<file path="src/sv/smm_pkg.sv">
// shared types, codes and constants of the small matrix multiply block
package smm_pkg;

	localparam int MaxDimDefault = 8;
	localparam int DimW          = 4;
	localparam int ValW          = 32;

	typedef enum logic [1:0] {
		CMD_LOAD_A = 2'd0,
		CMD_LOAD_B = 2'd1,
		CMD_START  = 2'd2,
		CMD_NONE   = 2'd3
	} cmd_t;

	typedef enum logic [1:0] {
		CFG_ROWS_A    = 2'd0,
		CFG_INNER_DIM = 2'd1,
		CFG_COLS_B    = 2'd2,
		CFG_UNUSED    = 2'd3
	} cfg_idx_t;

	typedef struct packed {
		logic [1:0]             cmd;
		logic [2:0]             elem_row;
		logic [2:0]             elem_col;
		logic signed [ValW-1:0] elem_value;
	} in_item_t;

	typedef struct packed {
		logic [2:0]             out_row;
		logic [2:0]             out_col;
		logic signed [ValW-1:0] product_value;
		logic                   last_result;
	} out_item_t;

	typedef struct packed {
		logic       valid;
		logic       first;
		logic       last_k;
		logic       zero;
		logic       last;
		logic [2:0] row;
		logic [2:0] col;
	} step_t;

	typedef struct packed {
		logic [DimW-1:0] rows_a;
		logic [DimW-1:0] inner_dim;
		logic [DimW-1:0] cols_b;
	} dims_t;

endpackage

</file>
<file path="src/sv/smm_mem.sv">
// single-port-write, single-port-read synchronous element store
module smm_mem
	import smm_pkg::*;
#(
	parameter int Depth = MaxDimDefault * MaxDimDefault,
	parameter int AddrW = $clog2(Depth)
) (
	input  logic            clk,
	input  logic            we,
	input  logic [AddrW-1:0] waddr,
	input  logic [ValW-1:0] wdata,
	input  logic            re,
	input  logic [AddrW-1:0] raddr,
	output logic [ValW-1:0] rdata
);

	logic [ValW-1:0] mem [Depth];

	always_ff @(posedge clk) begin
		if (we) begin
			mem[waddr] <= wdata;
		end
		if (re) begin
			rdata <= mem[raddr];
		end
	end

endmodule

</file>
<file path="config.mk">
export PLATFORM = sky130hd
export DESIGN_NAME = smm_mem
export DESIGN_NICKNAME = d
export VERILOG_FILES = /design/src/sv/smm_pkg.sv /design/src/sv/smm_mem.sv
export SDC_FILE = /design/constraint.sdc
export NUM_CORES = 2
export LEC_CHECK = 0
export ABC_AREA = 0
export BUFFER_PORTS_ARGS = -buffer_cell sky130_fd_sc_hd__buf_4
export CAP_MARGIN = 20
export CELL_PAD_IN_SITES_DETAIL_PLACEMENT = 1
export CELL_PAD_IN_SITES_GLOBAL_PLACEMENT = 2
export CORE_MARGIN = 2
export CORE_UTILIZATION = 25
export DETAILED_ROUTE_END_ITERATION = 10
export PLACE_DENSITY_LB_ADDON = 0.1
export RECOVER_POWER = 100
export SLEW_MARGIN = 40
export SYNTH_ARGS = -nofsm -noshare
export SYNTH_HDL_FRONTEND = slang
export SYNTH_SLANG_ARGS = --single-unit
</file>
<file path="constraint.sdc">
create_clock -name clk -period 6.24 [get_ports clk]
set_clock_uncertainty 0.05 [all_clocks]
set_input_delay 0.936 -clock clk [delete_from_list [all_inputs] [get_ports clk]]
set_output_delay 0.936 -clock clk [all_outputs]
set_load 0.02 [all_outputs]
</file>
# Word level (Yosys, flattened, before mapping)
# Memory sizes are Yosys's and may differ from the RTL's. A register that Yosys moved wholly into a read port is not among the register bits.
# Index checks and enable logic that the tools add are counted.
classes:
  addsub: 0
  multipliers: 0
  div: 0
  n_lt_le_gt_ge: 0
  n_eq_ne: 0
  n_shift: 0
  muxes: 2
  n_bitwise: 0
  n_reduce_logical: 0
op_table:
  columns: ["operator", "count"]
  rows:
  - ["1-bit two-way mux", 2]
word_totals:
  reg_bits: 0
  latchBits: 0
  ram_bits: 2048
  mem_bits_ro: 0
  inputBits: 47
  out_inout_bits: 32
  elab_cells: 3
  memories: 1
mem_list:
  columns: ["name", "words", "word_bits", "read_ports", "rd_clocked_by_memory_dff", "write_ports", "line", "rtl"]
  rows:
  - ["mem", 64, 32, 1, 1, 1, "smm_mem.sv:17", "logic [ValW-1:0] mem [Depth];"]

# Logic depth before layout (Yosys ltp)
depth:
  depth_word: 2
  mapped_depth: 10

# Worst setup path before layout
# OpenSTA, ideal clock, no wires.
synth_timing:
  path_type: "input port to flip-flop"
  startpoint: "input port waddr[3]"
  endpoint: "memory mem[48][0], enable pin"
  setup_time_ns: 0.461
  t_arrival_ns: 3.635
  required_ns: 5.729
  setup_slack_ns: 2.094
  cell_stages: 4
  path_cell_list: "clkbuf_1 nor2b_1 nand4b_1 nor3_1"
synth_rtl:
  columns: ["element", "line", "rtl"]
  rows:
  - ["start, declared", "smm_mem.sv:10", "input logic [AddrW-1:0] waddr,"]
  - ["end, declared", "smm_mem.sv:17", null]
# No word-level cell before the write port.

# Worst setup path after layout
layout_timing:
  startpoint: "input port we"
  endpoint: "memory mem[24][17], enable pin"
layout_via:
  elab_chain_len: 2
layout_lines:
  columns: ["element", "line", "rtl"]
  rows:
  - ["start, declared", "smm_mem.sv:9", "input logic we,"]
  - ["1-bit two-way mux", "smm_mem.sv:20", "if (we) begin"]
  - ["1-bit two-way mux (not written as such)", "smm_mem.sv:21", "mem[waddr] <= wdata;"]
# No other way between the ends.

==> metrics.txt <==
largest cells by area after synthesis=edfxtp_1, mux4_2, mux2i_1, o22ai_1, nor2_1; routability cong.=0.7032; critical path's top delay family=buffers and inverters; Switch Pwr=approximately 0.007 W; Seq cells post-synth=2080; LEAKAGE=27.85 nW; Worst Hold Class=in2reg; Die Span X=565.6 um; RSZ-0062 raised after global routing=no; PwrDens=332.9 mW/mm2; setup TNS=0 ns; Core ar.=0.3145 mm2; Fmax=0.2126 GHz; Site Rows=206; final net count=between 3000 and 4000; Hold Fails Final Rpt=0; Crit Path Max Fanout=25; Slew @ Worst Pin=4.373 ns; sequential share of power=around half; Tmin final=4.703 ns; vias in the first global route=approximately 40000; first-pass GRT wire length=360800 um; Max IR drop VDD=approximately 0.24 mV; max cap viols=93; Final Max Tran Viols=3246; clk_lat worst skew=between 0.9 and 1 ns; CTS tree=done; pre-CTS setup slack=1.747 ns; Final WS setup=1.537 ns; Post CTS Setup Buffer Count=0; syn_area_per_cell=23.72 um2; post-synth net total=about 3400; crit-path cells=buf_4, nor2b_1, nand2_1, nor2_1, clkbuf_1; crit path max-delay cell type=clkbuf_1; internal power consumption=roughly 0.024 W; commonest non-fill, non-tap cell in the layout=edfxtp_1; Crit path arrival time=approximately 5.1 ns; area leader, netlist=edfxtp_1; IO Port Bufs=a little under 80; antenna violations before repair=27; clock share of power=between 40 and 50%; Layout area overhead=17.48%; antenna-violating nets left=0; failing checks=capacitance limit, slew limit; Final Cycle Share=about three quarters; Initial DRC Count=approximately 3200; sequential share of the synthesized area=79.23%; pin count of the biggest net entering global routing=78; Slew headroom=-191.5%; Die ar.=0.3199 mm2; Req. time, crit path=6.63 ns; endpoints failing setup=0; global route overflow=0; CP endpoint kind=register; worst path bufs/invs=2; Top Ports=79; dpl hpwl=approximately 150000 um; layout cell share with drive strength beyond 1=25.89%; Remaining DRCs=0; Syn Std Cell Area=0.07884 mm2; clk buf depth=4; most frequent cells in the layout=edfxtp_1, mux4_2, clkbuf_16; die height=between 500 and 600 um; Post-Syn Instances=around 3300; synth unique cells=33; DR vias/cell=4.622; Yosys top cell area share=79.23%; post-CTS sizing=0; CTS H-tree lvls=4; CP peak stage delay=2.16 ns; switching part of the total=22.47%; type of origin of the critical path=input pin; CTS root buffer=clkbuf_16; Initial Util=25.07%; Detailed Routing Iterations Pass 1=5; kind of critical path=in2reg; run status=finished, violations left; Worst-path clk slew=0.06 ns; CTS sink cnt=2080; Routed WL=265200 um; Vias=around 37000; total CTS buffers=245; Post-CTS Hold Buffers=0; GRT Overall Usage=16.57%; WL per Instance=33.04 um; YS warnings=0; Logic pwr share=~5%
[cell families after synthesis]
group / after synthesis / synth area share (%)
AO/OA/AOI/OAI: 202 / 1.666
buffers and inverters: 182 / 1.124
flip-flops: 2080 / 79.23
multiplexers: 637 / 16.72
AND/OR/NAND/NOR: 223 / 1.260
[cell type report]
cell class	instances	area, um2
fill	31310	221800
multi-input combinational	1062	15750
clock inverter	148	1145
timing repair buffer	263	1623
clock buffer	302	6409
sequential	2080	62460
tap	4160	5205
antenna	12	30.03
[power groups by stage]
stage | combinational, W | sequential (W) | clock [W]
after global routing | 0.00162 | 0.0156 | 0.0147
after detailed placement | 0.00162 | 0.0159 | 0
after global placement | 0.00161 | 0.0159 | 0
after floorplan | 0.000753 | 0.0158 | 0
final | 0.00150 | 0.0156 | 0.0137
after CTS | 0.00162 | 0.0156 | 0.0142
[final timing paths]
| path | start | to | slack [ns] | cells past startpoint |
|---|---|---|---|---|
| worst max-delay path | we | mem[24][17]$_DFFE_PP_ | 1.54 | 5 |
| worst min-delay path | wdata[29] | mem[46][29]$_DFFE_PP_ | 0.60 | 1 |
| worst max register to register | mem[10][12]$_DFFE_PP_ | rdata[12]$_DFFE_PP_ | 3.66 | 5 |
| worst min register to register | mem[28][17]$_DFFE_PP_ | rdata[17]$_DFFE_PP_ | 0.81 | 4 |
[synthesized netlist by cell type (all sizes together)]
cell type / number
edfxtp: 2080
mux4: 544
nor2: 137
buf: 108
mux2i: 93
o22ai: 84
clkbuf: 74
a21oi: 62
o221ai: 27
nand2: 26
nor2b: 15
a22oi: 12
a311oi: 8
nand2b: 8
nor3: 7
nand3: 5
nand3b: 5
or3b: 5
a41o: 4
and3: 4
o32ai: 4
or2: 3
or3: 3
and2: 2
nand4: 2
a31oi: 1
nand4b: 1
[sequential cells by signal, indices dropped and copies added (netlist names)]
signal  flops
mem      2048
rdata      32
[metrics by stage]
stage / area [um2] / utilization [%] / total power (W) / hold slack [ns] / instances
detailed placement: 86360 / 27.46 / 0.01750 / 0.8036 / 7559
global placement: 85680 / 27.25 / 0.01748 / 0.7939 / 7534
floorplan: 78840 / - / 0.01660 / 0.7002 / 3324
CTS: 93910 / 29.86 / 0.03138 / 0.3169 / 8009
finish: 92620 / 29.45 / 0.03083 / 0.6009 / 8027
global route: 92600 / 29.45 / 0.03190 / 0.6272 / 8018
[per-layer routing]
layer,vias to the layer above,global-route usage (%),share of wire (%)
li1,15041,-,-
met1,20877,23.81,46
met2,845,26.26,47
met3,330,2.117,4.5
met4,8,4.649,2.8
met5,-,0,0.017
Power figures use the tool's default switching activity.
