## src/sv/smm_pkg.sv

```systemverilog
// shared types, codes and constants of the small matrix multiply block
package smm_pkg;

	localparam int MaxDimDefault = 8;
	localparam int DimW          = 4;
	localparam int ValW          = 32;

	typedef enum logic [1:0] {
		CMD_LOAD_A = 2'd0,
		CMD_LOAD_B = 2'd1,
		CMD_START  = 2'd2,
		CMD_NONE   = 2'd3
	} cmd_t;

	typedef enum logic [1:0] {
		CFG_ROWS_A    = 2'd0,
		CFG_INNER_DIM = 2'd1,
		CFG_COLS_B    = 2'd2,
		CFG_UNUSED    = 2'd3
	} cfg_idx_t;

	typedef struct packed {
		logic [1:0]             cmd;
		logic [2:0]             elem_row;
		logic [2:0]             elem_col;
		logic signed [ValW-1:0] elem_value;
	} in_item_t;

	typedef struct packed {
		logic [2:0]             out_row;
		logic [2:0]             out_col;
		logic signed [ValW-1:0] product_value;
		logic                   last_result;
	} out_item_t;

	typedef struct packed {
		logic       valid;
		logic       first;
		logic       last_k;
		logic       zero;
		logic       last;
		logic [2:0] row;
		logic [2:0] col;
	} step_t;

	typedef struct packed {
		logic [DimW-1:0] rows_a;
		logic [DimW-1:0] inner_dim;
		logic [DimW-1:0] cols_b;
	} dims_t;

endpackage

```

## src/sv/smm_ctrl.sv

```systemverilog
// command decode, store writes and multiply sequencer
module smm_ctrl
	import smm_pkg::*;
#(
	parameter int MaxDim = MaxDimDefault
) (
	input  logic                             clk,
	input  logic                             arst_n,
	input  logic                             in_valid,
	output logic                             in_stall,
	input  in_item_t                         in_data,
	input  dims_t                            dims,
	input  logic                             adv,
	output logic                             we_a,
	output logic                             we_b,
	output logic [$clog2(MaxDim*MaxDim)-1:0] waddr,
	output logic [ValW-1:0]                  wdata,
	output logic [$clog2(MaxDim*MaxDim)-1:0] raddr_a,
	output logic [$clog2(MaxDim*MaxDim)-1:0] raddr_b,
	output step_t                            step_s1
);

	localparam int AddrW = $clog2(MaxDim * MaxDim);
	localparam int IdxW  = $clog2(MaxDim);
	localparam int CntW  = $clog2(MaxDim + 1);

	typedef enum logic {
		ST_IDLE,
		ST_RUN
	} state_t;

	state_t          state_q;
	logic [IdxW-1:0] i_q, j_q, k_q;
	logic [CntW-1:0] nr, nk, nc;
	logic [CntW-1:0] nr_m1, nk_m1, nc_m1;
	logic            accept, load_ok, issue;
	logic            last_k, last_j, last_i;
	step_t           step;

	function automatic logic [CntW-1:0] clamp_dim(input logic [DimW-1:0] v);
		return (32'(v) > MaxDim) ? CntW'(MaxDim) : CntW'(v);
	endfunction

	always_comb begin
		nr    = clamp_dim(dims.rows_a);
		nk    = clamp_dim(dims.inner_dim);
		nc    = clamp_dim(dims.cols_b);
		nr_m1 = nr - CntW'(1);
		nk_m1 = (nk == '0) ? '0 : nk - CntW'(1);
		nc_m1 = nc - CntW'(1);

		in_stall = (state_q != ST_IDLE);
		accept   = in_valid && !in_stall;
		load_ok  = (32'(in_data.elem_row) < MaxDim) && (32'(in_data.elem_col) < MaxDim);
		we_a     = accept && load_ok && (in_data.cmd == CMD_LOAD_A);
		we_b     = accept && load_ok && (in_data.cmd == CMD_LOAD_B);
		waddr    = AddrW'(AddrW'(in_data.elem_row) * AddrW'(MaxDim)) + AddrW'(in_data.elem_col);
		wdata    = in_data.elem_value;

		raddr_a  = AddrW'(AddrW'(i_q) * AddrW'(MaxDim)) + AddrW'(k_q);
		raddr_b  = AddrW'(AddrW'(k_q) * AddrW'(MaxDim)) + AddrW'(j_q);

		issue    = (state_q == ST_RUN) && adv;
		last_k   = (CntW'(k_q) == nk_m1);
		last_j   = (CntW'(j_q) == nc_m1);
		last_i   = (CntW'(i_q) == nr_m1);

		step.valid  = issue;
		step.first  = (k_q == '0);
		step.last_k = last_k;
		step.zero   = (nk == '0);
		step.last   = last_k && last_j && last_i;
		step.row    = 3'(i_q);
		step.col    = 3'(j_q);
	end

	always_ff @(posedge clk or negedge arst_n) begin
		if (!arst_n) begin
			state_q <= ST_IDLE;
			i_q     <= '0;
			j_q     <= '0;
			k_q     <= '0;
			step_s1 <= '0;
		end else begin
			if (adv) begin
				step_s1 <= step;
			end
			case (state_q)
				ST_IDLE: begin
					if (accept && in_data.cmd == CMD_START && nr != '0 && nc != '0) begin
						state_q <= ST_RUN;
						i_q     <= '0;
						j_q     <= '0;
						k_q     <= '0;
					end
				end
				ST_RUN: begin
					if (issue) begin
						if (last_k) begin
							k_q <= '0;
							if (last_j) begin
								j_q <= '0;
								if (last_i) begin
									i_q     <= '0;
									state_q <= ST_IDLE;
								end else begin
									i_q <= i_q + IdxW'(1);
								end
							end else begin
								j_q <= j_q + IdxW'(1);
							end
						end else begin
							k_q <= k_q + IdxW'(1);
						end
					end
				end
				default: begin
					state_q <= ST_IDLE;
				end
			endcase
		end
	end

endmodule

```

## config.mk

```make
export PLATFORM = sky130hd
export DESIGN_NAME = smm_ctrl
export DESIGN_NICKNAME = d
export VERILOG_FILES = /design/src/sv/smm_pkg.sv /design/src/sv/smm_ctrl.sv
export SDC_FILE = /design/constraint.sdc
export NUM_CORES = 1
export LEC_CHECK = 0
export ABC_AREA = 1
export BUFFER_PORTS_ARGS = -buffer_cell sky130_fd_sc_hd__buf_2
export CORE_MARGIN = 2
export CORE_UTILIZATION = 42
export CTS_CLUSTER_DIAMETER = 60
export CTS_CLUSTER_SIZE = 8
export DETAILED_ROUTE_END_ITERATION = 8
export GPL_ROUTABILITY_DRIVEN = 0
export PLACE_DENSITY = 0.91
export SLEW_MARGIN = 20
export SYNTH_ARGS = -nofsm -noshare
export SYNTH_HDL_FRONTEND = slang
export SYNTH_SLANG_ARGS = --single-unit
```

## constraint.sdc

```tcl
create_clock -name clk -period 1.5 [get_ports clk]
set_input_delay 0.225 -clock clk [delete_from_list [all_inputs] [get_ports clk]]
set_output_delay 0.225 -clock clk [all_outputs]
set_load 0.02 [all_outputs]
```

# Yosys cells after proc, flatten, opt, wreduce, memory -nomap -nowiden
# Cells that the tools add are included.
# totals
regBits	21
in_bits	56
out_inout_bits	64
wordCells	74
# op_classes
add_sub_neg	9
order_cmp	3
eq_ne	9
n_mux	23
bitwise	1
reduce_logical	18
# op_table
op	n
2-to-1 mux 3 bit	10
adder 6 x 3 -> 6 bit	3
one-hot mux 3 bit (2 select lines)	3
2-to-1 mux 4 bit	4
equality test 3 x 4 -> 1 bit	3
> comparator 4 bit (second input constant)	3
subtractor 4 x 1 -> 4 bit (second input constant)	3
adder 3 x 1 -> 3 bit (second input constant)	3
logical AND 1 bit	9
nonzero test 4 bit	2
!= test 2 x 1 -> 1 bit (second input constant)	3
2-to-1 mux 1 bit	5
logical NOT 4 bit	1
AND reduction 4 bit	1
logical NOT 3 bit	1
AND reduction 3 bit	1
equality test 2 x 1 -> 1 bit (second input constant)	1
equality test 2 bit (second input constant)	1
logical NOT 2 bit	1
!= test 2 bit (second input constant)	1
one-hot mux 1 bit (2 select lines)	1
AND reduction 2 bit	1
logical NOT 1 bit	1
NOT 1 bit	1

# Depth between registers and ports, before layout
# depth
depth_word	9
mapped_depth	17

# Worst setup path after synthesis
# No wires, ideal clock.
# synth_path
path_kind	input-to-reg
start	input port dims[8] (netlist name)
end	register state_q (netlist: in_stall)
setup_ns	0.124
arrival_time_ns	1.553
required_time_ns	1.376
path_slack_ns	-0.177
stages	15
cell_sequence	nor2_1 > nand2_1 > nand2_2 > nand2_1 > ha_1 > nand2_1 > inv_1 > nor2_1 > nand2_1 > inv_1 > nand3_1 > nor2_1 > nand3_1 > nand2_1 > nand2_1
# synth_via
elab_chain_cells	9
word_cells_on_any_way	13
cone_classes	add/sub (1); order compare (1); eq/ne (1); mux (7); reduce/logical (3)
# synth_rtl
element	line	text
start: declaration	smm_ctrl.sv:12	input dims_t dims,
> comparator 4 bit	smm_ctrl.sv:41	return (32'(v) > MaxDim) ? CntW'(MaxDim) : CntW'(v);
2-to-1 mux 4 bit *	smm_ctrl.sv:41	
subtractor 4 x 1 -> 4 bit	smm_ctrl.sv:48	nr_m1 = nr - CntW'(1);
equality test 3 x 4 -> 1 bit	smm_ctrl.sv:66	last_i = (CntW'(i_q) == nr_m1);
2-to-1 mux 1 bit	smm_ctrl.sv:103	if (last_i) begin
2-to-1 mux 1 bit	smm_ctrl.sv:101	if (last_j) begin
2-to-1 mux 1 bit	smm_ctrl.sv:99	if (last_k) begin
2-to-1 mux 1 bit	smm_ctrl.sv:98	if (issue) begin
one-hot mux 1 bit (2 select lines) *	smm_ctrl.sv:88	case (state_q)
end signal: assignment	smm_ctrl.sv:91	state_q <= ST_RUN;
end signal: assignment	smm_ctrl.sv:105	state_q <= ST_IDLE;
end signal: assignment	smm_ctrl.sv:118	state_q <= ST_IDLE;
end: declaration	smm_ctrl.sv:32	state_t state_q;
# Every way passes the cells marked *; elsewhere a longest branch is shown, timed or not.
# A chain may end at the register's enable or synchronous reset.

# Worst setup path in the final report
# layout_path
start	input port dims[9] (netlist name)
end	register i_q[2]
# layout_via
elab_chain_cells	9
word_cells_on_any_way	14
cone_classes	add/sub (1); order compare (1); eq/ne (2); mux (6); reduce/logical (4)
# layout_rtl
element	line	text
> comparator 4 bit	smm_ctrl.sv:41	
2-to-1 mux 4 bit *	smm_ctrl.sv:41	
subtractor 4 x 1 -> 4 bit	smm_ctrl.sv:48	
equality test 3 x 4 -> 1 bit	smm_ctrl.sv:66	
2-to-1 mux 3 bit	smm_ctrl.sv:103	
2-to-1 mux 3 bit	smm_ctrl.sv:101	
2-to-1 mux 3 bit	smm_ctrl.sv:99	
2-to-1 mux 3 bit	smm_ctrl.sv:98	
one-hot mux 3 bit (2 select lines)	smm_ctrl.sv:88	
end signal: assignment	smm_ctrl.sv:107	i_q <= i_q + IdxW'(1);
end: declaration	smm_ctrl.sv:33	logic [IdxW-1:0] i_q, j_q, k_q;
# Every way passes the cells marked *; elsewhere a longest branch is shown, timed or not. The select of a mux whose other input is x is not followed.

==> results_dict.tcl <==
set metrics [dict create \
    status "finished, violations left" \
    violations "setup timing" \
    syn_area_mm2 0.00176 \
    period_minus_slack_ns 1.57 \
    route.detailed.drc 0 \
    worst_ep_required_time_ns 1.67 \
    drt_iter0_drc 96 \
    synth_cell_types 21 \
    die_area_mm2 0.00473 \
    drive_gt1_share_pct 40.9 \
    instances_no_fill 329 \
    clock-sinks 21 \
    arrival_ns 1.74 \
    hold_depth 3 \
    wl_um 4180 \
    r2r-start "i_q[2]" \
    wirelength_met1_um 1680 \
    ir_drop_uv 478 \
    setup_viol 4 \
    highest_layer "met4" \
    cts_buffers 3 \
    reg2reg_slack_ns 0.08 \
    clock_skew_ns 0.00745 \
    diodes 0 \
    grt_pass1_wl_um 6180 \
    clkTransAtPathRegs_ns 0.08 \
    synth_top_area_share_pct 29.8 \
    critical_path_class "in -> reg" \
    nets 344 \
    slowest_delay_ns 0.25 \
    cts_buffer_depth 2 \
    fin_ws_ns -0.0685 \
    stdcell_area_mm2 0.00213 \
    yosys_register_bits 21 \
    drtAntennaViolNets 0 \
    dieWidth_um 68.8 \
    antenna_found_initial 0 \
    fmax_mhz 638 \
    fillers 373 \
    critPathCapture "i_q[2]" \
    crit_path_top_delay_cell "ha_4" \
    syn_to_final_growth_pct 21.0 \
    core_mm2 0.00403 \
    syn_inst 254 \
    yosysTopAreaCell "dfrtp_1" \
    rr_worst_depth 11 \
    dp_hpwl_um 3010 \
    placedCellCount 318 \
    crit_path_start "dims[9]" \
    p_per_area_mw_per_mm2 1260 \
    path_cells "buf_8 -> nor2_4 -> nand2_1 -> nand2_2 -> nand2_4 -> ha_4 -> nand2_2 -> inv_2 -> nor2_4 -> buf_6 -> nand3_2 -> nor2_2 -> nand2_1 -> nand2_1 -> nor2_1 -> nand3_1 -> nand2_1" \
    place_area_mm2 0.00189 \
    max-slew-margin-rel_pct 67.1 \
    avgSynthCellArea_um2 6.94 \
    path_max_fanout 3 \
    grt_pass1_vias 1487 \
    drv_slew 0 \
    yosys_warnings 0 \
    rows 23 \
    finalHoldViolCount 0 \
    rsz0062_at_grt "true" \
    start_util_pct 43.8 \
    wire_per_inst_um 12.7 \
    grt_overflow 0 \
    syn_nets 318 \
    layout_common_cells "67 x nand2_1, 39 x buf_2, 24 x buf_4" \
    grt_max_degree 22 \
    final_common_cell "nand2_1" \
    die_h_um 68.8 \
    min-delay-path-class "in -> reg" \
    dr_wl_met2_um 2220 \
    p_leak_nw 1.21 \
    end_kind "register" \
    first_pass_iters 5 \
    ios 120 \
    finalCritPeriodShare_pct 105 \
    cts_tree "done" \
    met3_length_um 257 \
    cts_root_buf "clkbuf_8" \
    grt_usage_pct 17.1 \
    synthTopCellsByArea "dfrtp_1 30%, buf_4 20%, nand2_1 17%, nand3_1 7.1%, ha_1 5.7%" \
    cap_violations 0 \
    route.vias.total 1588 \
    yosysSeqAreaShare_pct 29.8 \
    startpoint_type "input pin" \
    htree_num_levels 1 \
    io_buffers 43 \
    r2r-end "i_q[2]" \
    cp_common_cell "nand2_1" \
    clock_latency_ns 0.27 \
    routed_via_density 4.83 \
    tightest_slew_ns 0.494 \
]
[worst min path at each step]
stage	startpoint	endpoint	slack, ns
2_1_floorplan	arst_n	i_q[0]	-0.07
3_3_place_gp	arst_n	step_s1[7]	0.20
3_5_place_dp	arst_n	step_s1[7]	0.21
4_1_cts	adv	step_s1[4]	0.26
5_1_grt	adv	step_s1[4]	0.27
6_report	adv	step_s1[4]	0.26
[synth_stat cells]
cell type	number
xor2_1	3
nand2_2	7
nor2_2	1
nand3_2	2
nor2_4	1
clkinv_1	1
clkbuf_1	1
nor2_1	16
ha_1	8
nand3_1	25
nand2_1	78
inv_1	23
dfrtp_1	21
inv_2	2
nor3_1	2
a21oi_1	2
o22ai_1	1
nand4_1	2
xnor2_1	1
o21ai_0	10
buf_4	47
[area by class of cell]
cell class / instances / area [µm²] / area share [%]
Multi-Input combinational cell: 159 / 952 / 44.6
Tap cell: 50 / 62.6 / 2.93
Clock buffer: 3 / 41.3 / 1.94
Inverter: 26 / 97.6 / 4.57
Clock inverter: 1 / 5.00 / 0.235
Timing Repair Buffer: 69 / 449 / 21.1
Sequential cell: 21 / 526 / 24.6
[through the flow]
stage               util, %  hold slack (ns)  TNS, ns  worst slack (ns)  power (mW)
CTS                    49.9            0.256  -0.0701           -0.0242        2.58
global placement       46.9            0.197    -2.24            -0.321        2.11
global route           53.0            0.269    -1.00            -0.214        2.88
detailed placement     46.9            0.212    -2.70            -0.385        2.16
floorplan                 -          -0.0706   -0.207           -0.0671        1.97
finish                 53.0            0.265   -0.159           -0.0685        2.68
[flip-flops by register name, summed over array words and instances (netlist names)]
register / flops
step_s1: 11
i_q: 3
j_q: 3
k_q: 3
in_stall: 1
[layer usage]
| metal | track usage [%] | up-vias |
|---|---|---|
| met5 | 0 | - |
| met4 | 3.19 | 0 |
| met3 | 4.87 | 6 |
| met2 | 32.9 | 40 |
| met1 | 18.6 | 744 |
| li1 | - | 798 |
[logic make-up after synthesis]
kind of cell | count (synthesis) | synth area share (%)
flip-flops | 21 | 29.8
XOR/XNOR | 4 | 1.99
adder cells (fa/ha/maj) | 8 | 5.68
AND/OR/NAND/NOR | 134 | 33.0
AO/OA/AOI/OAI | 13 | 3.76
buffers and inverters | 74 | 25.8
[critical path, delay by kind of cell]
kind,cells,cell delay [ns]
AND/OR/NAND/NOR,13,1.02
adder cells (fa/ha/maj),1,0.25
buffers and inverters,3,0.24
[report_power, final]
group | total (mW) | internal [mW] | switching [mW]
registers | 0.893 | 0.720 | 0.173
logic | 1.41 | 0.526 | 0.880
clock network | 0.384 | 0.186 | 0.199
[timing repair]
| action | 4_1_cts | 5_1_grt |
|---|---|---|
| gates cloned | 0 | 0 |
| pin swaps | 17 | 31 |
| resized for setup | 11 | 25 |
| hold buffers | 1 | 0 |
| endpoints found under the setup margin | 3 | 11 |
| setup buffers | 2 | 4 |
| endpoints found under the hold margin | 21 | 0 |
Note: power is estimated with default switching activity, not from simulation.
